### config.mk
export PLATFORM = sky130hd
export DESIGN_NAME = pwre_cfg_regs
export DESIGN_NICKNAME = d
export VERILOG_FILES = /design/src/sv/pid_position_with_release_exit_assert.svh /design/src/sv/pwre_pkg.sv /design/src/sv/pwre_cfg_regs.sv
export SDC_FILE = /design/constraint.sdc
export NUM_CORES = 1
export LEC_CHECK = 0
export ABC_AREA = 1
export CAP_MARGIN = 20
export CORE_ASPECT_RATIO = 0.75
export CORE_MARGIN = 1
export CORE_UTILIZATION = 45
export DETAILED_ROUTE_END_ITERATION = 16
export DONT_BUFFER_PORTS = 1
export GPL_ROUTABILITY_DRIVEN = 0
export GPL_TIMING_DRIVEN = 0
export HOLD_SLACK_MARGIN = 0.02
export PLACE_DENSITY_LB_ADDON = 0.2
export SKIP_LAST_GASP = 1
export SYNTH_ARGS = -nofsm -noshare
export SYNTH_HDL_FRONTEND = slang
export SYNTH_SLANG_ARGS = --single-unit
### constraint.sdc
create_clock -name clk -period 1.2 [get_ports clk]
set_input_delay 0.36 -clock clk [delete_from_list [all_inputs] [get_ports clk]]
set_output_delay 0.36 -clock clk [all_outputs]
set_load 0.02 [all_outputs]
### src/sv/pid_position_with_release_exit_assert.svh
// Assertion macros for the controller top level.
`ifndef PID_POSITION_WITH_RELEASE_EXIT_ASSERT_SVH
`define PID_POSITION_WITH_RELEASE_EXIT_ASSERT_SVH
`ifndef SYNTHESIS
`define PWRE_ASSERT_NOW(label, clk, rst, ante, cons) \
  label: assert property (@(posedge clk) disable iff (rst) (ante) |-> (cons)) \
    else $error("same-cycle check failed");
`define PWRE_ASSERT_NEXT(label, clk, rst, ante, cons) \
  label: assert property (@(posedge clk) disable iff (rst) (ante) |=> (cons)) \
    else $error("next-cycle check failed");
`else
`define PWRE_ASSERT_NOW(label, clk, rst, ante, cons)
`define PWRE_ASSERT_NEXT(label, clk, rst, ante, cons)
`endif
`endif

### src/sv/pwre_pkg.sv
// Types, codes and saturation helpers for the position controller.
package pwre_pkg;

  localparam logic CMD_START = 1'b0;
  localparam logic CMD_TICK  = 1'b1;

  localparam logic [2:0] REG_GAIN_P    = 3'd0;
  localparam logic [2:0] REG_GAIN_I    = 3'd1;
  localparam logic [2:0] REG_GAIN_D    = 3'd2;
  localparam logic [2:0] REG_VEL_LIMIT = 3'd3;
  localparam logic [2:0] REG_EXIT_SPD  = 3'd4;

  localparam logic [15:0] RST_GAIN_P    = 16'd77;
  localparam logic [15:0] RST_GAIN_I    = 16'd51;
  localparam logic [15:0] RST_GAIN_D    = 16'd77;
  localparam logic [7:0]  RST_VEL_LIMIT = 8'd80;
  localparam logic [7:0]  RST_EXIT_SPD  = 8'd10;

  // integral term is capped to +/- 2^60
  localparam logic signed [63:0] TERM_CAP = 64'sh1000_0000_0000_0000;

  typedef enum logic [1:0] {
    STAT_RUN     = 2'd0,
    STAT_REACHED = 2'd1,
    STAT_RELEASE = 2'd2,
    STAT_THERE   = 2'd3
  } pwre_status_t;

  typedef struct packed {
    logic [15:0] gain_proportional;
    logic [15:0] gain_integral;
    logic [15:0] gain_derivative;
    logic [7:0]  velocity_limit;
    logic [7:0]  exit_speed;
  } pwre_cfg_t;

  typedef struct packed {
    logic signed [31:0] goal;
    logic signed [31:0] zero_point;
    logic signed [31:0] last_error;
    logic signed [47:0] error_sum;
    logic signed [15:0] clamp_count;
    logic               moving;
  } pwre_state_t;

  function automatic logic signed [31:0] sat32(input logic signed [32:0] v);
    logic signed [31:0] r;
    if (v[32] != v[31]) begin
      r = v[32] ? 32'sh8000_0000 : 32'sh7FFF_FFFF;
    end else begin
      r = v[31:0];
    end
    return r;
  endfunction

  function automatic logic signed [47:0] sat48(input logic signed [48:0] v);
    logic signed [47:0] r;
    if (v[48] != v[47]) begin
      r = v[48] ? 48'sh8000_0000_0000 : 48'sh7FFF_FFFF_FFFF;
    end else begin
      r = v[47:0];
    end
    return r;
  endfunction

  function automatic logic signed [15:0] sat16(input logic signed [16:0] v);
    logic signed [15:0] r;
    if (v[16] != v[15]) begin
      r = v[16] ? 16'sh8000 : 16'sh7FFF;
    end else begin
      r = v[15:0];
    end
    return r;
  endfunction

endpackage

### src/sv/pwre_cfg_regs.sv
// Configuration register file: gains, clamp limit and exit speed.
module pwre_cfg_regs (
  input  logic              clk,
  input  logic              rst,
  input  logic              cfg_we,
  input  logic [2:0]        cfg_index,
  input  logic [15:0]       cfg_data,
  output pwre_pkg::pwre_cfg_t cfg
);

  always_ff @(posedge clk) begin
    if (rst) begin
      cfg.gain_proportional <= pwre_pkg::RST_GAIN_P;
      cfg.gain_integral     <= pwre_pkg::RST_GAIN_I;
      cfg.gain_derivative   <= pwre_pkg::RST_GAIN_D;
      cfg.velocity_limit    <= pwre_pkg::RST_VEL_LIMIT;
      cfg.exit_speed        <= pwre_pkg::RST_EXIT_SPD;
    end else if (cfg_we) begin
      unique case (cfg_index)
        pwre_pkg::REG_GAIN_P:    cfg.gain_proportional <= cfg_data;
        pwre_pkg::REG_GAIN_I:    cfg.gain_integral     <= cfg_data;
        pwre_pkg::REG_GAIN_D:    cfg.gain_derivative   <= cfg_data;
        pwre_pkg::REG_VEL_LIMIT: cfg.velocity_limit    <= cfg_data[7:0];
        pwre_pkg::REG_EXIT_SPD:  cfg.exit_speed        <= cfg_data[7:0];
        default: ;  // drop writes to unused indexes
      endcase
    end
  end

endmodule

==> reports/metrics.cfg <==
[final_layout]
diodes=0
final_cells=455
drive_gt1_share_pct=12.63
largest_reg_flops=64
regMostFlops=cfg
fillCellCount=539
design_area_sq_um=2917
fin_util_pct=53.62
finalNetCount=397
area_growth_syn_to_layout_pct=12.50
top_regs=cfg x64

[sta]
hold_viol_final=0
worst_pin_slew_ps=492.3
setup_tns_ps=0
setup_viol=0
relSlewSlack_pct=67.18
rsz0062_at_grt=no
timing.final.crit_period_ps=1167
drv_slew=0
fmax_ghz=0.8570
fin_worst_skew_ps=0
fin_crit_sh_pct=97.24

[clock_tree]
clk_path_buf_depth=2
clk_pin_slew_ps=70
cts_setup_buffers=0
tritoncts=built
clockRootBuffer=clkbuf_8
htreeDepth=3
cts_made_buffers=9
worst_skew_pair.late_latency_ps=340
clkSinkCount=64

[routing]
met2_length_um=2996
met3_length_um=659
routed_via_density=4.943
drc=0
drt_iter0_drc=119
dr.pass1.iters=4
top_layer=met4
routedWlPerCell_um=14.89
vias=2249
drtAntennaViolNets=0
met1_length_um=3025
wl_um=6776

[floorplan]
dieArea_sq_um=6072
ioPinCount=86
die_y_um=67.73
row_count=23
core_sq_um=5439
initial_core_util_pct=47.67
dieWidth_um=89.65

[min_path]
hp-class=input port to register
min_to=cfg[3]$_SDFFE_PP1P_
worstHoldStart=cfg_data[3]
holdPathStages=2

[global_routing]
grt_max_degree=11
globalRouteTotalUtil_pct=24.09
overflow=0
grt_pass1_vias=2017
antenna_found_initial=0
grt_pass1_wl_um=10320

[worst_setup_path]
critPathRequiredTime_ps=840
critPathKind=register to output pin
cp-start-kind=register
cp-end-kind=output pin
r2r_end=cfg[30]$_SDFFE_PP0P_
worst-endpoint-arrival_ps=810
r2r_slack_ps=470
r2r-start=cfg[30]$_SDFFE_PP0P_
path_max_fanout=2
reg2regPathDepth=2

[placement]
port_buffers=0
place_inst=439
place_area_sq_um=2686
hpwlAfterDp_um=4906

[pwr]
power_density_nw_per_um2=1607
ir_drop_mv=0.7065
leakagePower_uw=0.001319

[synthesis]
synthesis.area_sq_um=2592
synth.yosys.seq_area_share_pct=49.42
ys_warn_count=0
syn-num-nets=386
synth_seq_cells=64
yosys.area.top_type=dfxtp_1
yosysTopAreaCellShare_pct=49.42
synthCells=364
yosys.cell_types.count=14
postSynthAreaPerCell_sq_um=7.122
ys_top_cells_by_area=dfxtp_1 49%, nor2_1 14%, nand2_1 13%

[outcome]
outcome=finished clean

[run]
drv_cap=0

==> where the power goes <==
part	switching (uW)	internal, uW
Clock	794	1180
Sequential	141	2200
Combinational	246	120
Total	1180	3510
==> per-stage QoR <==
stage                     hold slack [ps]  setup WS (ps)  total power (uW)
after floorplan                     473.2          196.4              2658
after global placement              475.7         -21.73              2745
after detailed placement            478.2         -26.23              2753
after CTS                           119.2          15.78              4720
after global routing                121.2          1.078              4882
final                               129.5          33.17              4688
==> worst max path at each step <==
stage | startpoint | endpoint | slack (ps) | cells after the start
3_5_place_dp | rst | cfg[52]$_SDFFE_PP0P_ | -30 | 4
3_3_place_gp | rst | cfg[49]$_SDFFE_PP0P_ | -20 | 4
4_1_cts | cfg[52]$_SDFFE_PP0P_ | cfg[52] | 20 | 0
2_1_floorplan | cfg_index[0] | cfg[48]$_SDFFE_PP1P_ | 200 | 5
6_report | cfg[29]$_SDFFE_PP0P_ | cfg[29] | 30 | 0
5_1_grt | cfg[9]$_SDFFE_PP0P_ | cfg[9] | 1 | 0
==> layout by cell type (no fill, tap or decap) <==
cell	synthesis	layout
nor2_4	4	4
buf_6	7	7
nor2_2	2	2
nand3_1	64	64
buf_4	2	2
inv_1	18	18
buf_2	2	2
nand2_1	90	90
buf_1	4	4
nand2_4	1	1
dfxtp_1	64	54
clkinv_2	0	1
nor2_1	99	99
bufinv_16	0	1
clkbuf_8	0	13
dfxtp_2	0	10
inv_2	5	5
clkbuf_1	2	3
==> cell families (layout without fill, tap and decap cells) <==
kind of cell | count (synthesis) | in the layout | share of synthesized area (%)
DFF | 64 | 64 | 49.42
buffers and inverters | 40 | 56 | 8.204
and+or+nand+nor | 260 | 260 | 42.37
==> worst reg2reg max path, stage by stage, from the launching register on <==
cell and delay [ps]:
dfxtp_1 460, nor2_1 80, nor2_1 120
==> layer usage <==
layer | global-route usage (%) | vias to the layer above
met5 | 0 | -
met1 | 31.29 | 1000
li1 | - | 1156
met2 | 34.19 | 83
met3 | 11.74 | 10
met4 | 9.127 | 0
==> what timing repair did <==
item | in CTS | in global routing
gates resized for setup | 0 | 10
hold buffers | 0 | 0
setup endpoints to repair | 0 | 10
==> area by class of cell <==
cell class | instances | area (sq um) | share of cell area (%)
plain buffers | 17 | 126.4 | 4.333
clock buffers | 14 | 182.7 | 6.263
clock inverters | 2 | 35.03 | 1.201
inverters | 23 | 86.33 | 2.960
multi-input cells | 260 | 1099 | 37.67
flip-flops and latches | 64 | 1294 | 44.36
well taps | 75 | 93.84 | 3.218
==> Yosys cell counts, drive strengths merged <==
| cell | number |
|---|---|
| nor2 | 105 |
| buf | 15 |
| nand2 | 91 |
| dfxtp | 64 |
| clkbuf | 2 |
| nand3 | 64 |
| inv | 23 |
(Power assumes the default switching activity.)
